**config.mk**
```make
export PLATFORM = sky130hd
export DESIGN_NAME = hid_keyboard_report_diff
export DESIGN_NICKNAME = d
export VERILOG_FILES = /design/src/rtl/hkrd_pkg.sv /design/src/rtl/hid_keyboard_report_diff.sv /design/src/rtl/hkrd_lane.sv /design/src/rtl/hkrd_sched.sv
export SDC_FILE = /design/constraint.sdc
export NUM_CORES = 1
export LEC_CHECK = 0
export ABC_AREA = 0
export BUFFER_PORTS_ARGS = -buffer_cell sky130_fd_sc_hd__buf_2
export CELL_PAD_IN_SITES_DETAIL_PLACEMENT = 1
export CELL_PAD_IN_SITES_GLOBAL_PLACEMENT = 1
export CORE_UTILIZATION = 25
export CTS_CLUSTER_DIAMETER = 50
export DETAILED_ROUTE_END_ITERATION = 16
export PLACE_DENSITY_LB_ADDON = 0.1
export SLEW_MARGIN = 20
export SYNTH_ARGS = -nofsm -noshare
export SYNTH_HDL_FRONTEND = slang
export SYNTH_SLANG_ARGS = --single-unit
```
**constraint.sdc**
```tcl
create_clock -name i_clk -period 8.5 [get_ports i_clk]
set_input_delay 0.85 -clock i_clk [delete_from_list [all_inputs] [get_ports i_clk]]
set_output_delay 0.85 -clock i_clk [all_outputs]
set_load 0.1 [all_outputs]
```
**src/rtl/hkrd_pkg.sv**
```systemverilog
package hkrd_pkg;

    // Report geometry
    localparam int KEY_FIELDS = 6;
    localparam int MAX_KEYS   = 6;
    localparam int MOD_BITS   = 8;
    localparam int USAGE_W    = 8;
    localparam int CNT_W      = 3;
    localparam int IDX_W      = 3;

    // Usable key slots: the smaller of MAX_KEYS and the number of key fields
    localparam logic [CNT_W-1:0] KEY_CAP =
        CNT_W'((MAX_KEYS < KEY_FIELDS) ? MAX_KEYS : KEY_FIELDS);

    // Modifier usages are reported from this base upwards
    localparam logic [USAGE_W-1:0] MOD_BASE = 8'hE0;

    typedef logic [USAGE_W-1:0]                  t_key;
    typedef logic [KEY_FIELDS-1:0][USAGE_W-1:0]  t_key_list;
    typedef logic [KEY_FIELDS-1:0]               t_key_mask;
    typedef logic [MOD_BITS-1:0]                 t_mod_mask;

    typedef enum logic [1:0] {
        ST_IDLE,
        ST_DIFF,
        ST_EMIT
    } t_state;

    typedef enum logic [1:0] {
        EV_MOD,
        EV_REL,
        EV_PRS
    } t_kind;

    // Next event chosen by the scheduler
    typedef struct packed {
        logic              any;
        t_kind             kind;
        logic [IDX_W-1:0]  idx;
        logic              last;
    } t_pick;

endpackage

```
**src/rtl/hid_keyboard_report_diff.sv**
```systemverilog
// HID boot keyboard key change detector. Each accepted beat is either a report
// (modifier byte plus up to six key usages) or a release-all command; the block
// compares it with the keys and modifiers it holds and issues one press or
// release event per output beat, changed modifiers first (usage 0xE0+bit,
// lowest bit first), then releases in held order, then presses in report order;
// release-all issues releases of all held keys and then of all held modifiers.
// The final event of a beat carries o_last_event. An item is handled in steps: the beat
// is accepted, twelve compare lanes find the changes, the single event output register
// drains one event per cycle while the output is not stalled, and a final step finds
// nothing left and commits the held set. The input stalls until the item is finished.
module hid_keyboard_report_diff (
    input  logic                                i_clk,
    input  logic                                i_rst_n,
    // input channel
    input  logic                                i_valid,
    output logic                                o_stall,
    input  logic                                i_mode,
    input  logic [hkrd_pkg::MOD_BITS-1:0]       i_modifier_bits,
    input  logic [hkrd_pkg::CNT_W-1:0]          i_key_count,
    input  logic [hkrd_pkg::USAGE_W-1:0]        i_key_0,
    input  logic [hkrd_pkg::USAGE_W-1:0]        i_key_1,
    input  logic [hkrd_pkg::USAGE_W-1:0]        i_key_2,
    input  logic [hkrd_pkg::USAGE_W-1:0]        i_key_3,
    input  logic [hkrd_pkg::USAGE_W-1:0]        i_key_4,
    input  logic [hkrd_pkg::USAGE_W-1:0]        i_key_5,
    // event channel
    output logic                                o_valid,
    input  logic                                i_stall,
    output logic [hkrd_pkg::USAGE_W-1:0]        o_usage_code,
    output logic                                o_is_press,
    output logic [hkrd_pkg::MOD_BITS-1:0]       o_modifier_state,
    output logic                                o_last_event
);

    // Control state
    hkrd_pkg::t_state              r_state, n_state;
    logic                          r_base, n_base;
    logic [hkrd_pkg::CNT_W-1:0]    r_held_cnt, n_held_cnt;
    hkrd_pkg::t_mod_mask           r_mods, n_mods;
    hkrd_pkg::t_mod_mask           r_mod_mask, n_mod_mask;
    hkrd_pkg::t_key_mask           r_rel_mask, n_rel_mask;
    hkrd_pkg::t_key_mask           r_prs_mask, n_prs_mask;
    logic                          r_o_valid, n_o_valid;

    // Payload
    hkrd_pkg::t_key_list           r_held, n_held;
    logic                          r_mode, n_mode;
    hkrd_pkg::t_mod_mask           r_in_mods, n_in_mods;
    logic [hkrd_pkg::CNT_W-1:0]    r_cnt, n_cnt;
    hkrd_pkg::t_key_list           r_keys, n_keys;
    logic [hkrd_pkg::USAGE_W-1:0]  r_usage, n_usage;
    logic                          r_press, n_press;
    hkrd_pkg::t_mod_mask           r_mstate, n_mstate;
    logic                          r_last, n_last;

    logic                          in_acc;
    logic                          out_free;
    hkrd_pkg::t_key_mask           still_held;
    hkrd_pkg::t_key_mask           was_held;
    hkrd_pkg::t_pick               pick;
    hkrd_pkg::t_mod_mask           base_mods;
    hkrd_pkg::t_mod_mask           mod_next;

    assign o_stall  = (r_state != hkrd_pkg::ST_IDLE);
    assign in_acc   = i_valid & ~o_stall;
    assign out_free = ~r_o_valid | ~i_stall;

    // Compare lanes: held keys against the new report, new keys against held set
    for (genvar g = 0; g < hkrd_pkg::KEY_FIELDS; g++) begin : g_lane
        hkrd_lane u_rel_lane (
            .i_probe (r_held[g]),
            .i_list  (r_keys),
            .i_count (r_cnt),
            .o_found (still_held[g])
        );
        hkrd_lane u_prs_lane (
            .i_probe (r_keys[g]),
            .i_list  (r_held),
            .i_count (r_held_cnt),
            .o_found (was_held[g])
        );
    end

    hkrd_sched u_sched (
        .i_mode     (r_mode),
        .i_mod_mask (r_mod_mask),
        .i_rel_mask (r_rel_mask),
        .i_prs_mask (r_prs_mask),
        .o_pick     (pick)
    );

    // Modifier baseline: the first report only records its modifier byte
    assign base_mods = r_base ? r_mods : r_in_mods;

    // Modifier state after the picked modifier event
    always_comb begin
        mod_next = r_mods;
        mod_next[pick.idx] = r_mode ? 1'b0 : r_in_mods[pick.idx];
    end

    // Next state and datapath
    always_comb begin
        n_state    = r_state;
        n_base     = r_base;
        n_held_cnt = r_held_cnt;
        n_mods     = r_mods;
        n_mod_mask = r_mod_mask;
        n_rel_mask = r_rel_mask;
        n_prs_mask = r_prs_mask;
        n_held     = r_held;
        n_mode     = r_mode;
        n_in_mods  = r_in_mods;
        n_cnt      = r_cnt;
        n_keys     = r_keys;
        n_usage    = r_usage;
        n_press    = r_press;
        n_mstate   = r_mstate;
        n_last     = r_last;
        n_o_valid  = r_o_valid & i_stall;

        unique case (r_state)
            hkrd_pkg::ST_IDLE: begin
                if (in_acc) begin
                    n_mode    = i_mode;
                    n_in_mods = i_modifier_bits;
                    n_cnt     = (i_key_count > hkrd_pkg::KEY_CAP) ? hkrd_pkg::KEY_CAP
                                                                  : i_key_count;
                    n_keys    = {i_key_5, i_key_4, i_key_3, i_key_2, i_key_1, i_key_0};
                    n_state   = hkrd_pkg::ST_DIFF;
                end
            end
            hkrd_pkg::ST_DIFF: begin
                if (r_mode) begin
                    n_mod_mask = r_mods;
                    n_prs_mask = '0;
                    for (int i = 0; i < hkrd_pkg::KEY_FIELDS; i++) begin
                        n_rel_mask[i] = (hkrd_pkg::CNT_W'(i) < r_held_cnt);
                    end
                end else begin
                    n_mods     = base_mods;
                    n_base     = 1'b1;
                    n_mod_mask = base_mods ^ r_in_mods;
                    for (int i = 0; i < hkrd_pkg::KEY_FIELDS; i++) begin
                        n_rel_mask[i] = (hkrd_pkg::CNT_W'(i) < r_held_cnt) & ~still_held[i];
                        n_prs_mask[i] = (hkrd_pkg::CNT_W'(i) < r_cnt) & ~was_held[i];
                    end
                end
                n_state = hkrd_pkg::ST_EMIT;
            end
            hkrd_pkg::ST_EMIT: begin
                if (!pick.any) begin
                    // Item finished: a report becomes the held set; release-all clears it
                    if (r_mode) begin
                        n_held_cnt = '0;
                        n_mods     = '0;
                        n_base     = 1'b0;
                    end else begin
                        n_held     = r_keys;
                        n_held_cnt = r_cnt;
                    end
                    n_state = hkrd_pkg::ST_IDLE;
                end else if (out_free) begin
                    n_o_valid = 1'b1;
                    n_last    = pick.last;
                    n_mstate  = r_mods;
                    unique case (pick.kind)
                        hkrd_pkg::EV_MOD: begin
                            n_usage  = hkrd_pkg::MOD_BASE
                                     + hkrd_pkg::USAGE_W'(pick.idx);
                            n_press  = r_mode ? 1'b0 : r_in_mods[pick.idx];
                            n_mods   = mod_next;
                            n_mstate = mod_next;
                            n_mod_mask[pick.idx] = 1'b0;
                        end
                        hkrd_pkg::EV_REL: begin
                            n_usage = r_held[pick.idx];
                            n_press = 1'b0;
                            n_rel_mask[pick.idx] = 1'b0;
                        end
                        hkrd_pkg::EV_PRS: begin
                            n_usage = r_keys[pick.idx];
                            n_press = 1'b1;
                            n_prs_mask[pick.idx] = 1'b0;
                        end
                        default: begin
                            n_o_valid = 1'b0;
                        end
                    endcase
                end
            end
            default: begin
                n_state = hkrd_pkg::ST_IDLE;
            end
        endcase
    end

    // Control registers
    always_ff @(posedge i_clk) begin
        if (!i_rst_n) begin
            r_state    <= hkrd_pkg::ST_IDLE;
            r_base     <= 1'b0;
            r_held_cnt <= '0;
            r_mods     <= '0;
            r_mod_mask <= '0;
            r_rel_mask <= '0;
            r_prs_mask <= '0;
            r_o_valid  <= 1'b0;
        end else begin
            r_state    <= n_state;
            r_base     <= n_base;
            r_held_cnt <= n_held_cnt;
            r_mods     <= n_mods;
            r_mod_mask <= n_mod_mask;
            r_rel_mask <= n_rel_mask;
            r_prs_mask <= n_prs_mask;
            r_o_valid  <= n_o_valid;
        end
    end

    // Payload registers
    always_ff @(posedge i_clk) begin
        r_held    <= n_held;
        r_mode    <= n_mode;
        r_in_mods <= n_in_mods;
        r_cnt     <= n_cnt;
        r_keys    <= n_keys;
        r_usage   <= n_usage;
        r_press   <= n_press;
        r_mstate  <= n_mstate;
        r_last    <= n_last;
    end

    assign o_valid          = r_o_valid;
    assign o_usage_code     = r_usage;
    assign o_is_press       = r_press;
    assign o_modifier_state = r_mstate;
    assign o_last_event     = r_last;

    // Checks
    a_accept_to_diff : assert property (@(posedge i_clk) disable iff (!i_rst_n)
        in_acc |=> (r_state == hkrd_pkg::ST_DIFF))
        else $error("accepted beat did not start a compare");

    a_held_cnt_cap : assert property (@(posedge i_clk) disable iff (!i_rst_n)
        r_held_cnt <= hkrd_pkg::KEY_CAP)
        else $error("held key count beyond capacity");

    a_last_drains : assert property (@(posedge i_clk) disable iff (!i_rst_n)
        (r_state == hkrd_pkg::ST_EMIT && pick.any && out_free && pick.last)
        |=> (r_mod_mask == '0 && r_rel_mask == '0 && r_prs_mask == '0))
        else $error("events pending after final event");

    a_release_all_mods : assert property (@(posedge i_clk) disable iff (!i_rst_n)
        (r_state == hkrd_pkg::ST_EMIT && pick.any && out_free && pick.last && r_mode)
        |=> (o_modifier_state == '0))
        else $error("modifiers still held after release-all");

    a_no_event_outside : assert property (@(posedge i_clk) disable iff (!i_rst_n)
        (r_state != hkrd_pkg::ST_EMIT) |=> !$rose(o_valid))
        else $error("event issued outside emit phase");

endmodule

```
**src/rtl/hkrd_lane.sv**
```systemverilog
// One compare lane: is the probe key among the first i_count entries of the list?
module hkrd_lane (
    input  hkrd_pkg::t_key                 i_probe,
    input  hkrd_pkg::t_key_list            i_list,
    input  logic [hkrd_pkg::CNT_W-1:0]     i_count,
    output logic                           o_found
);

    always_comb begin
        o_found = 1'b0;
        for (int j = 0; j < hkrd_pkg::KEY_FIELDS; j++) begin
            if ((hkrd_pkg::CNT_W'(j) < i_count) && (i_list[j] == i_probe)) begin
                o_found = 1'b1;
            end
        end
    end

endmodule

```
**src/rtl/hkrd_sched.sv**
```systemverilog
// Merge stage: picks the next event from the pending masks, lowest index first
// within each mask, and flags whether it is the final one.
module hkrd_sched (
    input  logic                   i_mode,
    input  hkrd_pkg::t_mod_mask    i_mod_mask,
    input  hkrd_pkg::t_key_mask    i_rel_mask,
    input  hkrd_pkg::t_key_mask    i_prs_mask,
    output hkrd_pkg::t_pick        o_pick
);

    logic [hkrd_pkg::IDX_W-1:0] mod_idx;
    logic [hkrd_pkg::IDX_W-1:0] rel_idx;
    logic [hkrd_pkg::IDX_W-1:0] prs_idx;
    logic                       mod_any;
    logic                       rel_any;
    logic                       prs_any;
    logic [hkrd_pkg::MOD_BITS-1:0]   mod_left;
    logic [hkrd_pkg::KEY_FIELDS-1:0] rel_left;
    logic [hkrd_pkg::KEY_FIELDS-1:0] prs_left;

    // Lowest set bit of each mask
    always_comb begin
        mod_idx = '0;
        rel_idx = '0;
        prs_idx = '0;
        for (int i = hkrd_pkg::MOD_BITS - 1; i >= 0; i--) begin
            if (i_mod_mask[i]) mod_idx = hkrd_pkg::IDX_W'(i);
        end
        for (int i = hkrd_pkg::KEY_FIELDS - 1; i >= 0; i--) begin
            if (i_rel_mask[i]) rel_idx = hkrd_pkg::IDX_W'(i);
            if (i_prs_mask[i]) prs_idx = hkrd_pkg::IDX_W'(i);
        end
    end

    assign mod_any = |i_mod_mask;
    assign rel_any = |i_rel_mask;
    assign prs_any = |i_prs_mask;

    // Order: modifiers, releases, presses; release-all puts keys before modifiers
    always_comb begin
        mod_left    = i_mod_mask;
        rel_left    = i_rel_mask;
        prs_left    = i_prs_mask;
        o_pick.any  = mod_any | rel_any | prs_any;
        o_pick.kind = hkrd_pkg::EV_MOD;
        o_pick.idx  = mod_idx;
        if (i_mode) begin
            if (rel_any) begin
                o_pick.kind = hkrd_pkg::EV_REL;
                o_pick.idx  = rel_idx;
                rel_left[rel_idx] = 1'b0;
            end else begin
                mod_left[mod_idx] = 1'b0;
            end
        end else begin
            priority if (mod_any) begin
                mod_left[mod_idx] = 1'b0;
            end else if (rel_any) begin
                o_pick.kind = hkrd_pkg::EV_REL;
                o_pick.idx  = rel_idx;
                rel_left[rel_idx] = 1'b0;
            end else begin
                o_pick.kind = hkrd_pkg::EV_PRS;
                o_pick.idx  = prs_idx;
                prs_left[prs_idx] = 1'b0;
            end
        end
        o_pick.last = ~(|mod_left | |rel_left | |prs_left);
    end

endmodule

```
==> results of run 1 <==
[cell usage in the layout, fill, tap and decap left out, drive strengths merged, types with 17 or more instances in the layout]
cell type  synthesis  routed
xnor2            206     206
edfxtp           126     126
buf               47      99
xor2              88      88
nand2             79      79
nor2              78      78
o21ai             76      76
a21oi             64      64
nand4             53      53
dfxtp             35      35
nor4              28      28
inv               18      23
nor3              19      19
mux2              17      17
clkbuf            89      17
[worst max-delay path by stage]
stage	end
6_report	o_modifier_state[1]
5_1_grt	o_modifier_state[1]
4_1_cts	o_modifier_state[1]
3_5_place_dp	o_modifier_state[4]
3_3_place_gp	o_modifier_state[4]
2_1_floorplan	r_held[0]
[state kept, by name, summed over array words and instances (netlist names)]
name              count
r_held               48
r_prs_mask            6
r_mods                8
o_valid               1
r_mod_mask            8
r_rel_mask            6
r_keys               48
r_in_mods             8
o_last_event          1
o_modifier_state      8
r_base                1
r_held_cnt            3
o_usage_code          8
r_state               2
r_cnt                 3
r_mode                1
o_is_press            1
[stage by stage]
step,hold slack [ps],power (uW),util (%)
6_report,523,2370,28.7
5_1_grt,495,2470,28.7
4_1_cts,486,2410,28.7
3_5_place_dp,509,1480,27.1
3_3_place_gp,508,1480,27.1
2_1_floorplan,424,1310,-
[critical path, cell delays in order (launching register included)]
cell	delay, ps
dfxtp_1	360
or4_4	580
nor3_4	280
nand3_1	140
a21oi_2	370
or2_1	410
buf_4	390
nand2_1	220
o21ai_2	250
a21oi_1	120
mux2_2	340
[layer usage]
| layer | vias up | wire length [um] |
|---|---|---|
| met5 | - | 0 |
| met4 | 0 | 787 |
| met3 | 43 | 1650 |
| met2 | 171 | 22300 |
| met1 | 4651 | 23600 |
| li1 | 4198 | - |
[cells by family (layout without fill, tap and decap cells)]
kind of cell    count (synthesis)  count (layout)  synth area share, %
simple gates                  307             307                 13.7
xor+xnor                      294             294                 22.8
compound gates                246             246                 14.0
flops                         161             161                 39.6
buf+inv                       154             149                 5.48
mux                            38              38                 4.32
fa+ha+maj                       2               2                0.177
[power breakdown]
| group | internal [uW] | switching (uW) | total (uW) | leakage [uW] |
|---|---|---|---|---|
| clock | 530 | 378 | 908 | 0.000328 |
| sequential | 900 | 118 | 1020 | 0.00146 |
| combinational | 180 | 264 | 444 | 0.00234 |
[area by class of cell]
type / instances / area share, %
clock inverters: 15 / 1.95
inverters: 18 / 0.531
well taps: 592 / 5.82
flip-flops and latches: 161 / 35.2
clock buffers: 17 / 3.34
repair buffers: 99 / 4.21
multi-input cells: 887 / 48.9
==> flow_summary_export.csv, run 1 <==
group,metric,value,unit
yosys,netlist.top_cell.by_area,"edfxtp_1",
sta,tightest_slew,1230,ps
placement,dp_hpwl,35300,um
clock_tree,clk_pin_slew_worst_paths,80,ps
die,start_util,25.5,%
sta,period_share,43.8,%
yosys,syn_area,11300,um^2
yosys,synth_nets,1266,
cells_and_area,final_cells,1789,
clock_tree,clk_latency,500,ps
clock_tree,cts_hold_buf,0,
yosys,synth_cell_types,70,
die,floorplan.die_area,46100,um^2
placement,port_buffers,83,
global_routing,overflow,0,
global_routing,grt_busiest_layer,"met2",
yosys,seq_area_frac_synth,39.6,%
die,pin_count,84,
critical_path,regToRegSetupSlack,4780,ps
die,die_w,215,um
critical_path,r2r_end,"o_modifier_state[1]",
placement,globalplace.congestion,0.899,
die,rows,77,
die,die_h,215,um
global_routing,met3_usage,3.20,%
cells_and_area,multiInputGateArea,6230,um^2
critical_path,end_kind,"flop",
cells_and_area,drive_gt1_share,15.4,%
clock_tree,clockBufferDepth,2,
drt,wire_per_inst,27.0,um
critical_path,reg2reg_from,"r_rel_mask[0]",
power,p_per_area,186,nW/um^2
sta,skew,14.8,ps
drt,wl,48300,um
placement,placed_area,12100,um^2
clock_tree,cts_made_buffers,17,
global_routing,globalRouteMet2Util,34.1,%
clock_tree,cts.sinks,161,
global_routing,grt_pass1_wl,69900,um
drt,final_antenna_net_count,0,
worst_hold_path,hp-class,"in -> reg",
worst_hold_path,hold_path_depth,1,
drt,drtIter0Drc,581,
clock_tree,cts_tree,"done",
yosys,synth-main-ff-cell,"edfxtp_1",
critical_path,crit_fanout,24,
placement,place_ws,4800,ps
global_routing,globalRouteMet1Util,30.0,%
cells_and_area,nNetsFinal,1248,
yosys,yosys_warnings,0,
global_routing,grt_pass1_vias,9468,
drt,vias_per_cell,5.07,
sta,hold_viol,0,
critical_path,worstSetupStartpointType,"flop",
critical_path,cp-startpoint,"r_rel_mask[0]",
cells_and_area,antenna_cells,0,
status,status,"finished clean",
cells_and_area,ff_latch_area,4480,um^2
sta,finalCriticalPeriod,3720,ps
yosys,yosysMostFrequentCell,"xnor2_1",
critical_path,worstSetupPathType,"reg -> reg",
worst_hold_path,timing.hold.worst.start,"i_key_0[7]",
yosys,synthTopCellsByArea,"edfxtp_1 33%, xnor2_1 16%, xor2_1 6.8%",
sta,rsz0062_at_grt,"no",
critical_path,required,8740,ps
drt,via_count,9063,
cells_and_area,syn_to_final_growth,12.5,%
sta,setup_ws,4780,ps
sta,slew_headroom,17.5,%
clock_tree,postCtsResizedCells,0,
cells_and_area,nFillCells,5064,
run,cap_violations,0,
drt,firstDrtPassIters,5,
sta,slew_violations,0,
yosys,synth_edf_count,126,
global_routing,grt_max_degree,62,
cells_and_area,design_area,12700,um^2
die,core-area,44400,um^2
global_routing,grtUsageTotal,21.4,%
clock_tree,cts_setup_buffers,0,
critical_path,arrival,3960,ps
power,p_leak,0.00413,uW
yosys,synth_top_area_share,33.4,%
sta,setup_viol,0,
yosys,synth_area_per_cell,9.41,um^2
yosys,synth_commonest_cells,"206 x xnor2_1, 126 x edfxtp_1, 89 x clkbuf_1",
worst_hold_path,whs_endpoint,"r_keys[7]",
global_routing,antenna_found_initial,0,
power,ir_drop,155,uV
clock_tree,root_buffer,"clkbuf_16",
drt,drc,0,
clock_tree,htreeDepth,4,
placement,dp.cells,1757,
yosys,async_flop_share,0,%
sta,fin_tns_setup,0,ps
critical_path,r2r.worst_path.cells,10,
yosys,synth_seq_cells,161,
yosys,syn-instance-count,1202,
sta,clock.fmax,269,MHz
Power figures use the tool's default switching activity.
==> run 2: changes to the inputs <==
Clock period 8.5 ns to 3.2 ns, I/O delays scaled along.
==> run 2 against run 1 <==
Compared with the run above:
- sequential share of layout area decreased by 2.8 points
- global-route usage up 0.76 points
- clock power increased by 140%
- critical path depth is the same
- maximum frequency increased by 23%
- worst setup slack got worse by 4600 ps
- count of clock-buffer cells in the layout rose by 1
- register-to-register slack worse by 4600 ps
==> flow_summary_export.csv, run 2 (synthesis results as in run 1) <==
group,metric,value,unit
power,p_per_area,454,nW/um^2
critical_path,crit_fanout,9,
die,pin_count,84,
power,pwr-share-seq,42.4,%
drt,wl,49900,um
critical_path,regToRegSetupSlack,170,ps
drt,wl_met1,23300,um
global_routing,antenna_found_initial,5,
cells_and_area,layout_commonest_cell,"xnor2_1",
sta,setup_viol,0,
clock_tree,htreeDepth,4,
sta,skew,19.4,ps
drt,drc,0,
placement,port_buffers,83,
critical_path,cp-startpoint,"r_rel_mask[0]",
drt,final_antenna_net_count,0,
clock_tree,cts_made_buffers,17,
power,combPwrFrac,22.2,%
die,die_w,215,um
critical_path,r2r_end,"o_usage_code[5]",
drt,via_count,9716,
global_routing,overflow,0,
clock_tree,cts.sinks,161,
drt,firstDrtPassIters,4,
power,clkPwrFrac,35.4,%
cells_and_area,nNetsFinal,1379,
sta,rsz0062_at_grt,"no",
power,ir_drop,353,uV
placement,dp_hpwl,37700,um
die,floorplan.die_area,46100,um^2
cells_and_area,reg.largest.list,"r_held: 48 flops, r_keys: 48 flops",
drt,drtIter0Drc,696,
global_routing,grt_pass1_vias,9856,
sta,finalCriticalPeriod,3030,ps
run,cap_violations,0,
critical_path,worstSetupStartpointType,"flop",
drt,dr_wl_met3,2490,um
clock_tree,root_buffer,"clkbuf_16",
cells_and_area,syn_to_final_growth,22.2,%
cells_and_area,antenna_cells,0,
status,status,"finished clean",
sta,clock.fmax,330,MHz
sta,period_share,94.8,%
global_routing,grt_max_degree,62,
sta,slew_headroom,39.6,%
die,start_util,25.5,%
placement,globalplace.congestion,0.877,
drt,met2RoutedLength,23200,um
global_routing,grtUsageTotal,22.2,%
die,die_h,215,um
power,p_leak,0.00472,uW
clock_tree,cts_tree,"done",
drt,vias_per_cell,5.06,
global_routing,grt_pass1_wl,72400,um
critical_path,worstSetupEndpoint,"o_usage_code[5]",
sta,tightest_slew,906,ps
clock_tree,clockBufferDepth,2,
die,rows,77,
die,core-area,44400,um^2
clock_tree,clk_latency,510,ps
cells_and_area,drive_gt1_share,19.6,%
critical_path,required,3450,ps
power,p_int,4200,uW
drt,wire_per_inst,26.0,um
critical_path,worstSetupPathType,"reg -> reg",
sta,fin_tns_setup,0,ps
worst_hold_path,hp-class,"in -> reg",
critical_path,r2r.worst_path.cells,10,
power,power.total,6280,uW
sta,slew_violations,0,
clock_tree,clk_pin_slew_worst_paths,70,ps
cells_and_area,nFillCells,5048,
sta,hold_viol,0,
critical_path,arrival,3280,ps
cells_and_area,layout_common_cells,"206 x xnor2_1, 126 x edfxtp_1, 88 x xor2_1, 87 x buf_4, 83 x buf_2",
critical_path,end_kind,"flop",
drt,dr.max_layer_used,"met5",
power,p_sw_share,33.0,%
critical_path,reg2reg_from,"r_rel_mask[0]",
power,p_switching,2070,uW
[run 2: how the worst min path moves through the flow]
stage                        end               start  depth (start not counted)  slack [ps]
floorplan           r_in_mods[0]  i_modifier_bits[0]                          0         420
global placement    r_in_mods[0]  i_modifier_bits[0]                          1         500
detailed placement    r_keys[21]          i_key_2[5]                          1         500
CTS                     r_cnt[1]      i_key_count[1]                          1           3
global route            r_cnt[1]      i_key_count[1]                          1          20
finish                  r_cnt[1]      i_key_count[1]                          1          40
[run 2: per-layer routing]
layer / vias to the layer above / global-route usage [%]
met5: - / 0
met1: 4962 / 29.9
li1: 4458 / -
met4: 2 / 6.76
met3: 54 / 5.24
met2: 240 / 34.9
[run 2: power groups by stage]
stage	sequential [uW]	clock [uW]	combinational, uW
finish	2660	2220	1390
floorplan	2530	0	948
CTS	2660	2300	1390
global placement	2710	0	1320
global route	2670	2360	1520
detailed placement	2710	0	1330
[run 2: cell type report]
type	count	area, um^2	share of cell area, %
multi-input combinational	887	6240	45.1
clock inverter	14	166	1.20
inverter	18	67.6	0.488
sequential	161	4480	32.4
clock buffer	18	439	3.18
tap	592	741	5.36
timing repair buffer	230	1690	12.2
[run 2: worst max-delay path, cell delays in order, from the launching register on]
cell and delay [ps]:
dfxtp_1 370, or4_4 570, nor3_4 140, o31ai_1 110, a21oi_2 200, or2_4 190
buf_4 170, mux2_2 340, mux4_2 460, a21oi_1 160, nand2_1 70
[run 2: stage by stage]
stage / utilization [%] / std cells / setup slack, ps / cell area [um^2] / hold slack, ps
4_1_cts: 31.1 / 1920 / 54.8 / 13800 / 2.82
5_1_grt: 31.1 / 1920 / 2.35 / 13800 / 17.8
3_5_place_dp: 28.4 / 1830 / 71.0 / 12600 / 499
3_3_place_gp: 28.4 / 1830 / 100 / 12600 / 497
2_1_floorplan: - / 1202 / 221 / 11300 / 419
6_report: 31.1 / 1920 / 166 / 13800 / 36.7
[run 2: timing repair]
item | in CTS | in global routing
gates resized for setup | 0 | 5
hold endpoints to repair | 58 | 0
setup buffers | 0 | 0
hold buffers | 58 | 0
setup endpoints to repair | 0 | 13
==> run 3: changes to the inputs <==
Settings changed: CORE_MARGIN set to 1.5, RECOVER_POWER set to 100.
==> run 3 against run 2 <==
Compared with the run above:
- the flow now finishes with violations (max-capacitance violations, max-slew violations)
- routed wire length is 0.11% lower
- power is 2.2% lower
- final area is 1.0% lower
- global-route usage fell by 0.35 points
- largest cell class unchanged
==> flow_summary_export.csv, run 3 (synthesis results as in run 1) <==
group,metric,value,unit
worst_hold_path,whs_endpoint,"r_mode",
cells_and_area,drive_gt1_share,16.2,%
clock_tree,clk_pin_slew_worst_paths,70,ps
sta,period_share,96.3,%
clock_tree,cts_tree,"done",
sta,finalCriticalPeriod,3080,ps
drt,final_antenna_net_count,0,
sta,hold_viol,0,
power,p_switching,2110,uW
clock_tree,cts_made_buffers,17,
drt,wire_per_inst,26.0,um
critical_path,crit_fanout,7,
power,combPwrFrac,22.3,%
critical_path,crit_chain,"or4_4, nor3_4, o31ai_2, a21oi_2, or2_1, buf_4, mux2_2, mux4_2, a22oi_1, o21ai_0",
global_routing,overflow,0,
die,die_w,216,um
critical_path,path_delay_family,"simple AND/OR/NAND/NOR gates",
die,die_h,216,um
clock_tree,clockBufferDepth,2,
sta,skew,15.1,ps
sta,rsz0062_at_grt,"yes",
sta,setup_ws,118,ps
critical_path,reg2reg_from,"r_rel_mask[1]",
placement,port_buffers,83,
critical_path,cp_slowest_cell,"or4_4",
global_routing,grt_max_degree,49,
worst_hold_path,timing.hold.worst.start,"i_mode",
critical_path,r2r.worst_path.cells,10,
drt,wl,49900,um
global_routing,antenna_found_initial,0,
power,pwr-share-seq,43.4,%
placement,globalplace.congestion,0.866,
die,rows,77,
cells_and_area,layout_common_cells,"206 x xnor2_1, 126 x edfxtp_1, 88 x xor2_1, 79 x nand2_1, 75 x nor2_1",
cells_and_area,final_cells,1919,
critical_path,end_kind,"flop",
critical_path,worstSetupPathType,"reg -> reg",
power,clkPwrFrac,34.3,%
critical_path,arrival,3320,ps
global_routing,grt_pass1_wl,72100,um
cells_and_area,layout_commonest_cell,"xnor2_1",
drt,vias_per_cell,5.02,
clock_tree,cts_setup_buffers,0,
status,status,"finished with violations",
drt,via_count,9639,
sta,hold_slack,68.4,ps
critical_path,worstSetupStartpointType,"flop",
sta,setup_viol,0,
critical_path,required,3440,ps
placement,place_ws,3.28,ps
sta,slew_violations,13,
status,violations,"max-capacitance violations, max-slew violations",
sta,slew_headroom,-12.5,%
power,ir_drop,483,uV
drt,drc,0,
cells_and_area,utilization,30.8,%
clock_tree,htreeDepth,4,
placement,dp.cells,1829,
global_routing,grt_pass1_vias,9821,
power,power.total,6140,uW
power,p_leak,0.00455,uW
worst_hold_path,hold_path_depth,1,
cells_and_area,antenna_cells,0,
power,p_per_area,448,nW/um^2
cells_and_area,reg.largest.list,"r_held: 48 flops, r_keys: 48 flops",
clock_tree,cts.sinks,161,
die,start_util,25.5,%
drt,firstDrtPassIters,5,
global_routing,grtUsageTotal,21.8,%
sta,tightest_slew,1680,ps
worst_hold_path,hp-class,"in -> reg",
clock_tree,clk_latency,490,ps
critical_path,regToRegSetupSlack,120,ps
cells_and_area,syn_to_final_growth,21.0,%
cells_and_area,nNetsFinal,1378,
die,floorplan.die_area,46500,um^2
clock_tree,root_buffer,"clkbuf_16",
drt,drtIter0Drc,696,
cells_and_area,nFillCells,5048,
sta,clock.fmax,325,MHz
critical_path,r2r_end,"o_usage_code[1]",
die,core-area,44400,um^2
power,p_int,4020,uW
die,pin_count,84,
placement,dp_hpwl,37800,um
critical_path,slowest_delay,540,ps
run,cap_violations,1,
power,p_sw_share,34.4,%
critical_path,critical_path_buf_inv_count,1,
==> run 3: cell type report <==
cell class | instances | area, um^2 | share of cell area [%]
multi-input cells | 887 | 6250 | 45.6
flip-flops and latches | 161 | 4490 | 32.8
repair buffers | 229 | 1560 | 11.4
well taps | 592 | 741 | 5.41
clock buffers | 17 | 425 | 3.11
clock inverters | 15 | 166 | 1.22
inverters | 18 | 67.6 | 0.494
==> run 3: per-stage QoR <==
step                instance area, um^2  setup TNS [ps]
floorplan                         11300               0
global placement                  12600           -6.41
detailed placement                12600               0
CTS                               13800               0
global route                      13700           -80.7
finish                            13700               0
==> run 3: timing repair <==
item                                    CTS  global route
pin swaps                                 0             0
endpoints found under the setup margin    1            14
hold buffers                             58             0
hold endpoints to repair                 58             0
resized for setup                         1             8
==> run 3: power by group through the flow <==
stage	combinational (uW)	sequential (uW)	clock, uW
after CTS	1390	2660	2180
after global routing	1490	2670	2240
final	1370	2660	2100
after global placement	1320	2710	0
after detailed placement	1330	2710	0
after floorplan	948	2530	0
==> run 3: routing by layer <==
metal  share of wire, %  GRT usage, %  wire length, um
met1                 48          30.5            24100
met2                 47          35.4            23600
met3                2.9          3.09             1460
met4                1.4          5.31              695
met5                  0             0                0
==> run 3: worst reg2reg max path, delay by kind of cell (launching register included) <==
family | cells | cell delay [ps]
AO/OA/AOI/OAI | 4 | 620
buffers and inverters | 1 | 170
flip-flops | 1 | 360
multiplexers | 2 | 790
AND/OR/NAND/NOR | 3 | 890
==> run 3: how the worst max path moves through the flow <==
stage | from | endpoint | slack, ps | depth (start not counted)
3_3_place_gp | r_rel_mask[1] | o_last_event | -6 | 11
3_5_place_dp | r_rel_mask[1] | o_last_event | 3 | 11
2_1_floorplan | r_rel_mask[0] | o_usage_code[1] | 220 | 10
5_1_grt | r_rel_mask[0] | o_usage_code[1] | -50 | 10
4_1_cts | r_rel_mask[1] | o_usage_code[4] | 80 | 10
6_report | r_rel_mask[1] | o_usage_code[1] | 120 | 10
